==> src/sv/fraction_sum_parser_assert.svh <==
// ---------------------------------------------------------------------------
// fraction_sum_parser assertion macros
// Concurrent check wrappers; compiled out for synthesis.
// ---------------------------------------------------------------------------
`ifndef FRACTION_SUM_PARSER_ASSERT_SVH
`define FRACTION_SUM_PARSER_ASSERT_SVH

`ifndef SYNTHESIS
`define FSP_ASSERT_ALWAYS(label, clk, rst_n, cond, msg) \
    label: assert property (@(posedge clk) disable iff (!rst_n) (cond)) else $error(msg);
`define FSP_ASSERT_IMPL(label, clk, rst_n, ante, cons, msg) \
    label: assert property (@(posedge clk) disable iff (!rst_n) (ante) |-> (cons)) \
        else $error(msg);
`else
`define FSP_ASSERT_ALWAYS(label, clk, rst_n, cond, msg)
`define FSP_ASSERT_IMPL(label, clk, rst_n, ante, cons, msg)
`endif

`endif

==> src/sv/fsp_pkg.sv <==
// ---------------------------------------------------------------------------
// fsp_pkg
// Shared constants and types of the fraction sum parser.
// ---------------------------------------------------------------------------
`default_nettype none

package fsp_pkg;

    localparam int VALUE_WIDTH = 32;
    // power of two: queue pointers wrap by overflow
    localparam int QUEUE_DEPTH = 4;

    localparam logic [7:0] CH_PLUS  = 8'h2B;
    localparam logic [7:0] CH_MINUS = 8'h2D;
    localparam logic [7:0] CH_ZERO  = 8'h30;
    localparam logic [7:0] CH_NINE  = 8'h39;
    localparam int RADIX = 10;

    typedef struct packed {
        logic neg;    // fraction is negative
        logic ovf;    // digit accumulation saturated
        logic last;   // fraction closes the expression
    } cmd_flags_t;

endpackage

`default_nettype wire

==> src/sv/fsp_queue.sv <==
// ---------------------------------------------------------------------------
// fsp_queue
// Fraction command queue, up to two writes and one read per cycle.
// ---------------------------------------------------------------------------
`default_nettype none

module fsp_queue #(
    parameter int VALUE_WIDTH = fsp_pkg::VALUE_WIDTH,
    parameter int DEPTH       = fsp_pkg::QUEUE_DEPTH
) (
    input  wire logic                     clk,
    input  wire logic                     rst_n,
    input  wire logic                     wr0_en,
    input  wire logic [VALUE_WIDTH-2:0]   wr0_num,
    input  wire logic [VALUE_WIDTH-2:0]   wr0_den,
    input  wire fsp_pkg::cmd_flags_t      wr0_flags,
    input  wire logic                     wr1_en,
    input  wire logic [VALUE_WIDTH-2:0]   wr1_num,
    input  wire logic [VALUE_WIDTH-2:0]   wr1_den,
    input  wire fsp_pkg::cmd_flags_t      wr1_flags,
    output logic                          space,
    output logic                          rd_valid,
    input  wire logic                     rd_pop,
    output logic [VALUE_WIDTH-2:0]        rd_num,
    output logic [VALUE_WIDTH-2:0]        rd_den,
    output fsp_pkg::cmd_flags_t           rd_flags,
    output logic [$clog2(DEPTH+1)-1:0]    count
);
    localparam int MW = VALUE_WIDTH - 1;
    localparam int DW = 2 * MW + $bits(fsp_pkg::cmd_flags_t);
    localparam int PW = $clog2(DEPTH);
    localparam int CW = $clog2(DEPTH + 1);

    logic [DW-1:0] entry_reg [DEPTH];
    logic [PW-1:0] wp_reg, rp_reg;
    logic [CW-1:0] cnt_reg;
    logic [DW-1:0] rd_word;
    logic          pop;

    assign pop      = rd_pop && (cnt_reg != '0);
    assign rd_valid = (cnt_reg != '0);
    assign space    = (cnt_reg <= CW'(DEPTH - 2));
    assign count    = cnt_reg;
    assign rd_word  = entry_reg[rp_reg];
    assign rd_num   = rd_word[DW-1 -: MW];
    assign rd_den   = rd_word[DW-1-MW -: MW];
    assign rd_flags = rd_word[$bits(fsp_pkg::cmd_flags_t)-1:0];

    always_ff @(posedge clk)
    begin
        if (wr0_en)
            entry_reg[wp_reg] <= {wr0_num, wr0_den, wr0_flags};
        if (wr1_en)
            entry_reg[wp_reg + PW'(1)] <= {wr1_num, wr1_den, wr1_flags};
    end

    always_ff @(posedge clk or negedge rst_n)
    begin
        if (!rst_n)
        begin
            wp_reg  <= '0;
            rp_reg  <= '0;
            cnt_reg <= '0;
        end
        else
        begin
            wp_reg  <= wp_reg + PW'(wr0_en) + PW'(wr1_en);
            rp_reg  <= rp_reg + PW'(pop);
            cnt_reg <= cnt_reg + CW'(wr0_en) + CW'(wr1_en) - CW'(pop);
        end
    end

endmodule

`default_nettype wire

==> config.mk <==
export PLATFORM = sky130hd
export DESIGN_NAME = fsp_queue
export DESIGN_NICKNAME = d
export VERILOG_FILES = /design/src/sv/fraction_sum_parser_assert.svh /design/src/sv/fsp_pkg.sv /design/src/sv/fsp_queue.sv
export SDC_FILE = /design/constraint.sdc
export NUM_CORES = 1
export LEC_CHECK = 0
export BUFFER_PORTS_ARGS = -buffer_cell sky130_fd_sc_hd__buf_4
export CORE_MARGIN = 4
export CORE_UTILIZATION = 61
export DETAILED_ROUTE_END_ITERATION = 10
export GPL_TIMING_DRIVEN = 0
export HOLD_SLACK_MARGIN = 0.03
export PLACE_DENSITY = 0.95
export SETUP_SLACK_MARGIN = 0.5
export SYNTH_ARGS = -nofsm -noshare
export SYNTH_HDL_FRONTEND = slang
export SYNTH_SLANG_ARGS = --single-unit
==> constraint.sdc <==
create_clock -name clk -period 17.38 [get_ports clk]
set_input_delay 0.869 -clock clk [delete_from_list [all_inputs] [get_ports clk]]
set_output_delay 0.869 -clock clk [all_outputs]
set_load 0.005 [all_outputs]
==> flow_summary.yaml <==
cts:
  cts_resized: 0
  cts_made_buffers: 28
  hold_buffers: 0
  clock_latency_ps: 530
  post-cts-setup-buffers: 0
  h-tree-depth: 1
  clock_sinks: 267
  clk_pin_slew_worst_paths_ps: 70
  cts_tree: "done"
  cts_buffer_depth: 3
  cts-root-buf: "clkbuf_16"
synthesis:
  syn_inst: 664
  synth_edf_count: 260
  seq_area_frac_synth_pct: 61.9
  yosysWarnings: 0
  async_reset_ff_share_pct: 2.62
  synth_area_leader_cell: "edfxtp_1"
  synthMuxAreaShare_pct: 34.1
  yosys.area_share.xor_xnor_pct: 0.204
  syn_nets: 805
  synth-simple-area-share_pct: 0.485
  synth_top_area_share_pct: 60.5
  synthTopCellsByArea: "edfxtp_1, mux2_2, mux4_2"
  synth_top_family_by_area: "multiplexers"
  ys.flop_type: "edfxtp_1"
  synth_compound_area_share_pct: 0.136
  avgSynthCellArea_um2: 19.4
  ys_types: 23
  synthTopCellsByCount: "edfxtp_1, mux2_2, mux4_2"
  synth_area_mm2: 0.0129
  ys_ff_latch: 267
  synthAdderAreaFrac_pct: 0.757
timing:
  clock.fmax_mhz: 311
  finalCriticalPeriod_ps: 3210
  finalCritPeriodShare_pct: 18.5
  rsz0062_at_grt: "false"
  tightest_slew_ps: 768
  drv_slew: 0
  slew_headroom_pct: 48.7
  hold_viol_final: 0
  clock-skew-final_ps: 12.0
  fin_setup_tns_ps: 0
  setup_violations: 0
floorplan:
  start_util_pct: 62.9
  die_h_um: 153
  core_mm2: 0.0205
  rows: 52
  pin_count: 205
  die_area_mm2: 0.0235
  die_w_um: 153
layout:
  drive_above_1_share_pct: 67.0
  final_cells: 1198
  num_antenna_cells: 0
  area.growth.synth_to_final_pct: 23.2
  final_nets: 1049
  largest_register_ffs: 260
pwr:
  leakage_nw: 5.79
  ir_drop_v: 0.000122
  powerDensity_mw_per_mm2: 167
grt:
  grt_pass1_wl_um: 46300
  grt_pass1_vias: 8129
  grt_util_met3_pct: 6.25
  met2_usage_pct: 44.0
  overflow: 0
  grt.total_usage_pct: 25.3
  top_usage_layer: "met2"
  use_met1_pct: 32.9
  antenna_found_initial: 0
  grt_max_degree: 29
setup_path:
  crit_buf_inv: 3
  crit_chain: "clkbuf_1 > buf_2 > mux4_2 > buf_4"
  max_stage_delay_ps: 500
  cp.required_ps: 16510
  cp_max_fo: 10
  critPathTopFamily: "buffers and inverters"
  arrival_ps: 2340
  startpoint_type: "register"
  crit_path_end_kind: "output pin"
  critPathKind: "register to output pin"
  slowest_stage: "clkbuf_1"
  rrSetupSlack_ps: 15000
routing:
  vias: 7318
  drtIter0Drc: 409
  drc: 0
  drtAntennaViolNets: 0
  drt-total-wl_um: 29800
  wl_per_cell_um: 24.9
  routed_via_density: 6.11
  first_pass_iters: 4
placed_design:
  port_buffers: 204
  dp.cells: 1148
  dp_hpwl_um: 19900
  place_congestion: 0.760
hold_path:
  hold_path.class: "input pin to asynchronous set/reset pin"
job:
  maxCapViolCount: 0
run_status:
  status: "finished, final reports clean"
-- path summary, 6_finish.rpt --
check,start,endpoint,depth (start not counted)
setup / recovery,rp_reg[1],rd_den[16],4
hold / removal,rst_n,count[2],1
setup reg to reg,count[0],count[2],7
hold reg to reg,rp_reg[0],rp_reg[0],1
max in group asynchronous,rst_n,rp_reg[1],1
min in group clk,rp_reg[0],rp_reg[0],1
-- cell type report --
class,instances,area (µm²)
clock inverter,11,51.3
multi-input combinational,348,4640
clock buffer,39,805
timing repair buffer,214,1760
inverter,6,22.5
buffer,43,287
fill,1114,4600
sequential,267,7980
tap,270,338
-- layout by cell type, fill, tap and decap left out, types with 3 or more instances in the layout --
cell type  instances
buf_16             4
edfxtp_1         260
mux4_2            65
ha_1               3
clkinv_1           5
clkinv_2           5
dfrtp_1            7
mux2_2           260
fa_1               3
buf_4            224
inv_1              6
buf_2             16
buf_12             6
buf_6              4
clkbuf_1          10
clkbuf_16         30
-- per-stage QoR --
step,util [%],setup slack [ps],hold WS [ps],power (mW),instance area (µm²)
2_1_floorplan,-,11300,490,1.66,12900
3_3_place_gp,72.1,7500,508,2.08,14800
3_5_place_dp,73.4,14620,527,2.12,15000
4_1_cts,77.5,14110,116,2.68,15900
5_1_grt,77.5,14040,124,2.78,15900
6_report,77.5,14170,135,2.66,15900
-- per-layer routing --
layer	wire (µm)	vias up
met3	2670	36
li1	-	3224
met2	15500	306
met5	0	-
met4	338	0
met1	11400	3752
-- power breakdown --
| part | total, mW | switching, mW | internal, mW |
|---|---|---|---|
| registers | 1.03 | 0.0525 | 0.976 |
| clock network | 0.558 | 0.237 | 0.321 |
| logic | 1.07 | 0.498 | 0.573 |
| total | 2.66 | 0.788 | 1.87 |
-- cells by family (layout without fill, tap and decap cells) --
group	Yosys count	count (layout)
muxes	326	326
DFF	267	267
buffers and inverters	49	313
and+or+nand+nor	10	10
adders and majority gates	6	6
AOI/OAI and AO/OA	3	3
xor gates and xnor gates	3	3
-- worst register-to-register path, cell delays in order, from the launching register on --
cell and delay (ps):
dfrtp_1 430, or3_1 390, and2_1 210, ha_1 280
inv_1 40, fa_1 380, fa_1 410, xnor2_1 140
Power figures use the tool's default switching activity.
