[src/sv/fraction_sum_parser_assert.svh]
// ---------------------------------------------------------------------------
// fraction_sum_parser assertion macros
// Concurrent check wrappers; compiled out for synthesis.
// ---------------------------------------------------------------------------
`ifndef FRACTION_SUM_PARSER_ASSERT_SVH
`define FRACTION_SUM_PARSER_ASSERT_SVH

`ifndef SYNTHESIS
`define FSP_ASSERT_ALWAYS(label, clk, rst_n, cond, msg) \
    label: assert property (@(posedge clk) disable iff (!rst_n) (cond)) else $error(msg);
`define FSP_ASSERT_IMPL(label, clk, rst_n, ante, cons, msg) \
    label: assert property (@(posedge clk) disable iff (!rst_n) (ante) |-> (cons)) \
        else $error(msg);
`else
`define FSP_ASSERT_ALWAYS(label, clk, rst_n, cond, msg)
`define FSP_ASSERT_IMPL(label, clk, rst_n, ante, cons, msg)
`endif

`endif

[src/sv/fsp_pkg.sv]
// ---------------------------------------------------------------------------
// fsp_pkg
// Shared constants and types of the fraction sum parser.
// ---------------------------------------------------------------------------
`default_nettype none

package fsp_pkg;

    localparam int VALUE_WIDTH = 32;
    // power of two: queue pointers wrap by overflow
    localparam int QUEUE_DEPTH = 4;

    localparam logic [7:0] CH_PLUS  = 8'h2B;
    localparam logic [7:0] CH_MINUS = 8'h2D;
    localparam logic [7:0] CH_ZERO  = 8'h30;
    localparam logic [7:0] CH_NINE  = 8'h39;
    localparam int RADIX = 10;

    typedef struct packed {
        logic neg;    // fraction is negative
        logic ovf;    // digit accumulation saturated
        logic last;   // fraction closes the expression
    } cmd_flags_t;

endpackage

`default_nettype wire

[src/sv/fsp_front.sv]
// ---------------------------------------------------------------------------
// fsp_front
// Character parser: sign, numerator and denominator digits, fraction ends.
// ---------------------------------------------------------------------------
`default_nettype none

module fsp_front #(
    parameter int VALUE_WIDTH = fsp_pkg::VALUE_WIDTH
) (
    input  wire logic                     clk,
    input  wire logic                     rst_n,
    input  wire logic                     s_tvalid,
    output logic                          s_tready,
    input  wire logic [7:0]               s_tdata,   // [7:0] ch
    input  wire logic                     s_tlast,
    input  wire logic                     q_space,
    output logic                          wr0_en,
    output logic [VALUE_WIDTH-2:0]        wr0_num,
    output logic [VALUE_WIDTH-2:0]        wr0_den,
    output fsp_pkg::cmd_flags_t           wr0_flags,
    output logic                          wr1_en,
    output logic [VALUE_WIDTH-2:0]        wr1_num,
    output logic [VALUE_WIDTH-2:0]        wr1_den,
    output fsp_pkg::cmd_flags_t           wr1_flags
);
    localparam int MW = VALUE_WIDTH - 1;
    localparam logic [1:0] PH_START = 2'd0;
    localparam logic [1:0] PH_NUM   = 2'd1;
    localparam logic [1:0] PH_DEN   = 2'd2;
    localparam logic [MW+3:0] MAXV  = (MW+4)'({MW{1'b1}});

    logic [1:0]    phase_reg, phase_next;
    logic [MW-1:0] pn_reg, pn_next, pd_reg, pd_next;
    logic          neg_reg, neg_next, ov_reg, ov_next;
    logic          accept, is_dig, do_start;
    logic [MW:0]   sum_pn, sum_pd;

    // returns {saturated, value}
    function automatic logic [MW:0] add_digit(input logic [MW-1:0] acc, input logic [7:0] c);
        logic [MW+3:0] v;
        v = (MW+4)'(acc) * (MW+4)'(fsp_pkg::RADIX) + (MW+4)'(c[3:0]);
        if (v > MAXV)
            add_digit = {1'b1, MAXV[MW-1:0]};
        else
            add_digit = {1'b0, v[MW-1:0]};
    endfunction

    assign s_tready = q_space;
    assign accept   = s_tvalid && q_space;
    assign is_dig   = (s_tdata >= fsp_pkg::CH_ZERO) && (s_tdata <= fsp_pkg::CH_NINE);
    assign sum_pn   = add_digit(pn_reg, s_tdata);
    assign sum_pd   = add_digit(pd_reg, s_tdata);

    always_comb
    begin
        phase_next = phase_reg;
        pn_next    = pn_reg;
        pd_next    = pd_reg;
        neg_next   = neg_reg;
        ov_next    = ov_reg;
        do_start   = 1'b0;
        wr0_en     = 1'b0;
        wr1_en     = 1'b0;
        wr0_num    = pn_reg;
        wr0_den    = pd_reg;
        wr0_flags  = '{neg: neg_reg, ovf: ov_reg, last: 1'b0};
        wr1_num    = '0;
        wr1_den    = '0;
        wr1_flags  = '0;
        case (phase_reg)
            PH_NUM:
            begin
                if (is_dig)
                begin
                    pn_next = sum_pn[MW-1:0];
                    ov_next = ov_reg | sum_pn[MW];
                end
                else
                    phase_next = PH_DEN;
            end
            PH_DEN:
            begin
                if (is_dig)
                begin
                    pd_next = sum_pd[MW-1:0];
                    ov_next = ov_reg | sum_pd[MW];
                end
                else
                begin
                    // close the open fraction, then this char opens the next one
                    wr0_en   = 1'b1;
                    pn_next  = '0;
                    pd_next  = '0;
                    neg_next = 1'b0;
                    ov_next  = 1'b0;
                    do_start = 1'b1;
                end
            end
            default:
                do_start = 1'b1;
        endcase
        if (do_start)
        begin
            if ((s_tdata == fsp_pkg::CH_PLUS) || (s_tdata == fsp_pkg::CH_MINUS))
            begin
                neg_next   = (s_tdata == fsp_pkg::CH_MINUS);
                phase_next = PH_NUM;
            end
            else if (is_dig)
            begin
                pn_next    = MW'(s_tdata[3:0]);
                phase_next = PH_NUM;
            end
            else
                phase_next = PH_DEN;
        end
        if (s_tlast)
        begin
            if (wr0_en)
            begin
                wr1_en    = 1'b1;
                wr1_num   = pn_next;
                wr1_den   = pd_next;
                wr1_flags = '{neg: neg_next, ovf: ov_next, last: 1'b1};
            end
            else
            begin
                wr0_en    = 1'b1;
                wr0_num   = pn_next;
                wr0_den   = pd_next;
                wr0_flags = '{neg: neg_next, ovf: ov_next, last: 1'b1};
            end
            phase_next = PH_START;
            pn_next    = '0;
            pd_next    = '0;
            neg_next   = 1'b0;
            ov_next    = 1'b0;
        end
        if (!accept)
        begin
            wr0_en = 1'b0;
            wr1_en = 1'b0;
        end
    end

    always_ff @(posedge clk or negedge rst_n)
    begin
        if (!rst_n)
        begin
            phase_reg <= PH_START;
            pn_reg    <= '0;
            pd_reg    <= '0;
            neg_reg   <= 1'b0;
            ov_reg    <= 1'b0;
        end
        else if (accept)
        begin
            phase_reg <= phase_next;
            pn_reg    <= pn_next;
            pd_reg    <= pd_next;
            neg_reg   <= neg_next;
            ov_reg    <= ov_next;
        end
    end

endmodule

`default_nettype wire

[config.mk]
export PLATFORM = sky130hd
export DESIGN_NAME = fsp_front
export DESIGN_NICKNAME = d
export VERILOG_FILES = /design/src/sv/fraction_sum_parser_assert.svh /design/src/sv/fsp_pkg.sv /design/src/sv/fsp_front.sv
export SDC_FILE = /design/constraint.sdc
export NUM_CORES = 1
export LEC_CHECK = 0
export BUFFER_PORTS_ARGS = -buffer_cell sky130_fd_sc_hd__buf_2
export CORE_MARGIN = 1
export CORE_UTILIZATION = 35
export CTS_CLUSTER_SIZE = 8
export DETAILED_ROUTE_END_ITERATION = 8
export GPL_TIMING_DRIVEN = 0
export PLACE_DENSITY = 0.51
export RECOVER_POWER = 25
export SETUP_SLACK_MARGIN = 0.1
export SYNTH_ARGS = -nofsm -noshare
export SYNTH_HDL_FRONTEND = slang
export SYNTH_SLANG_ARGS = --single-unit
[constraint.sdc]
create_clock -name clk -period 8.4 [get_ports clk]
set_clock_uncertainty 0.05 [all_clocks]
set_input_delay 1.26 -clock clk [delete_from_list [all_inputs] [get_ports clk]]
set_output_delay 1.26 -clock clk [all_outputs]
set_load 0.02 [all_outputs]
==> summary.txt <==
Clock tree
  • Clock Root Buffer: clkbuf_16
  • Post-CTS sizing: 0
  • CTS buffer count: 9
  • Hold buffers post-CTS: 0
  • Clock Latency Late Sink: 0.36 ns
  • CTS tree: yes
  • H-tree depth: 3
  • Clock Path Buffers: 2
  • Reg clk slew, reported paths: 0.06 ns
  • CTS sink count: 66
  • Postcts setup bufs: 0

Yosys
  • Async SR Flop Fraction: 100%
  • Largest area contributor in the netlist: dfrtp_1
  • Unique masters post-synth: 83
  • EDFF count, synth: 0
  • Register bit total from synthesis: 66
  • Cell Area, Synth: 10500 um2
  • Top cells by area, synth: dfrtp_1 16%, ha_1 15%, nand2_1 7.4%, a21oi_1 6.7%, nor2_1 5.6%
  • Yosys warning count: 0
  • Synth Flop Type: dfrtp_1
  • Gate Count Post-Synth: 1467
  • Avg Cell Area, Syn: 7.16 um2
  • Post-synthesis sequential area ratio: 15.7%
  • Post-synth top area share: 15.7%

Drt
  • DRT Wirelength: 39.6 mm
  • Drt wl/cell: 19.6 um
  • Drt initial violations: 780
  • Vias/cell: 5.70
  • Initial DRT Pass Iterations: 5
  • # DRC: 0
  • Via count: 11.5k
  • Antenna-violating nets left: 0

GRT
  • First-pass GRT wire length: 62.1 mm
  • Largest net degree at the start of global routing: 47
  • Vias in the first global route: 10.9k
  • Remaining Overflow, GRT: 0
  • Initial antenna violation count: 0
  • Total track usage: 25.9%

Floorplanning
  • Number of top-level pins: 146
  • Core footprint: 29600 um2
  • Die Wd: 175 um
  • Cell Rows: 63
  • Die area: 30700 um2
  • Die Y: 175 um
  • Initial core utilization: 35.5%

Job
  • MaxCap Viol Count: 1

Hold path
  • Hold path depth: 2
  • Worst hold path type: reg -> reg
  • Hold path start: neg_reg

Finish
  • Diodes inserted: 0
  • Fin nets: 1764
  • Layout overhead on the synthesized area: 14.3%
  • Most common cell after layout, fill and taps aside: nand2_1
  • Most frequent cells in the layout: 208 x nand2_1, 157 x nor2_1, 141 x a21oi_1, 129 x buf_2, 124 x ha_1
  • Fraction of layout cells with a size suffix above 1: 13.3%
  • Final core utilization: 40.6%
  • Count of non-filler cells in the finished layout: 2018

Critical path
  • R2R depth: 15
  • WP data required: 7.09 ns
  • R2r startpoint: pn_reg[2]
  • Worst Path Max Fanout: 8
  • Crit path launch type: register
  • Critical Path AT: 6.18 ns
  • CP endpoint kind: output pin
  • CP startpoint: pn_reg[2]
  • Worst setup path category: reg -> out

Power and ir drop
  • Pwr dens: 87.6 nW/um2
  • Leakage power figure: 5.97 nW
  • Maximum VDD drop: 0.0891 mV

STA
  • Setup TNS: 0 ns
  • Setup Viol. Count Final: 0
  • Final Slew Violations: 47
  • Final period utilization: 89.2%
  • Worst slew pin tran: 2.74 ns
  • Final Hold Fails: 0
  • Highest clock rate: 133 MHz
  • RSZ-0062 raised after global routing: false
  • Minimum clock period: 7.49 ns
  • Max transition margin: -82.4%

Placement
  • Routability cong.: 0.989
  • DP Wirelength: 31.4 mm
  • PortBufs: 114
  • Placed cells: 2002

Run status
  • Failing checks: max-capacitance violations, max-slew violations
  • Status: finished with violations
[area by class of cell]
cell class | count | area, um2
buffer | 106 | 567
clock buffer | 10 | 239
clock inverter | 6 | 90.1
fill | 3188 | 17600
inverter | 31 | 116
multi-input combinational | 1294 | 8280
sequential | 66 | 1650
tap | 390 | 488
timing repair buffer | 115 | 573
[cells in the mapped netlist, types with 4 or more instances]
library cell	count
a211oi_1	13
a21o_1	27
a21oi_1	141
a22o_1	6
a311o_1	4
a31oi_1	9
and2_1	18
and3_1	20
buf_2	16
buf_4	35
clkbuf_1	51
dfrtp_1	66
fa_1	4
ha_1	124
inv_1	31
mux2_2	5
nand2_1	208
nand2b_1	11
nand3_1	39
nand4_1	24
nor2_1	157
nor2b_1	8
nor3_1	35
nor3b_1	5
nor4_1	4
o211a_1	5
o211ai_1	19
o21a_1	15
o21ai_0	113
o21ai_1	11
o21bai_1	12
o221ai_1	21
o22ai_1	8
o311ai_0	7
o31a_1	4
o31ai_1	12
or2_2	9
or3_1	10
xnor2_1	47
xor2_1	40
[path summary, 6_finish.rpt]
check	end	slack, ns
hold reg to reg	neg_reg	0.48
max in group asynchronous	pd_reg[22]	3.91
hold / removal	neg_reg	0.48
setup reg to reg	pn_reg[11]	2.83
setup / recovery	wr0_num[24]	0.91
min in group asynchronous	pn_reg[0]	1.16
[routing by layer]
metal / vias to the layer above / wire [um] / global-route usage (%)
met5: - / 0 / 0
met1: 5474 / 17100 / 31.9
met4: 0 / 1220 / 8.88
met2: 364 / 19400 / 45.9
met3: 62 / 1850 / 3.38
li1: 5612 / - / -
[through the flow]
| stage | setup slack (ns) | area, um2 | total power [mW] | hold WS (ns) |
|---|---|---|---|---|
| 6_report | 0.906 | 12000 | 1.05 | 0.476 |
| 5_1_grt | 0.660 | 12000 | 1.09 | 0.507 |
| 4_1_cts | 0.890 | 12000 | 1.06 | 0.471 |
| 3_5_place_dp | 1.29 | 11700 | 0.609 | 0.461 |
| 3_3_place_gp | 1.29 | 11700 | 0.606 | 0.446 |
| 2_1_floorplan | 2.51 | 10600 | 0.502 | 0.421 |
[power breakdown]
group / switching, mW / internal, mW / leakage (nW)
clock: 0.174 / 0.269 / 0.159
sequential: 0.00409 / 0.321 / 0.919
combinational: 0.221 / 0.0622 / 4.89
total: 0.399 / 0.652 / 5.97
[kinds of logic after synthesis]
logic type / after synthesis / share of synthesized area, %
AO/OA/AOI/OAI: 467 / 28.6
XOR/XNOR: 88 / 7.41
adder cells (fa/ha/maj): 128 / 15.5
buffers and inverters: 137 / 6.50
flip-flops: 66 / 15.7
multiplexers: 7 / 0.726
other: 1 / 0.0357
AND/OR/NAND/NOR: 573 / 25.4
[worst max-delay path: stages (launching register included)]
cell and delay (ns):
dfrtp_1 0.47, ha_1 0.37, ha_1 0.30, a211oi_1 0.53, o21ai_1 0.34, a21oi_2 0.41, xnor2_1 0.22, nand2_1 0.18
nor4_4 0.48, nand4_1 0.27, o31a_1 0.39, o211ai_1 0.81, o21ai_0 0.23, a21o_1 0.25, o21ai_0 0.31, buf_2 0.23
Power figures use the tool's default switching activity.
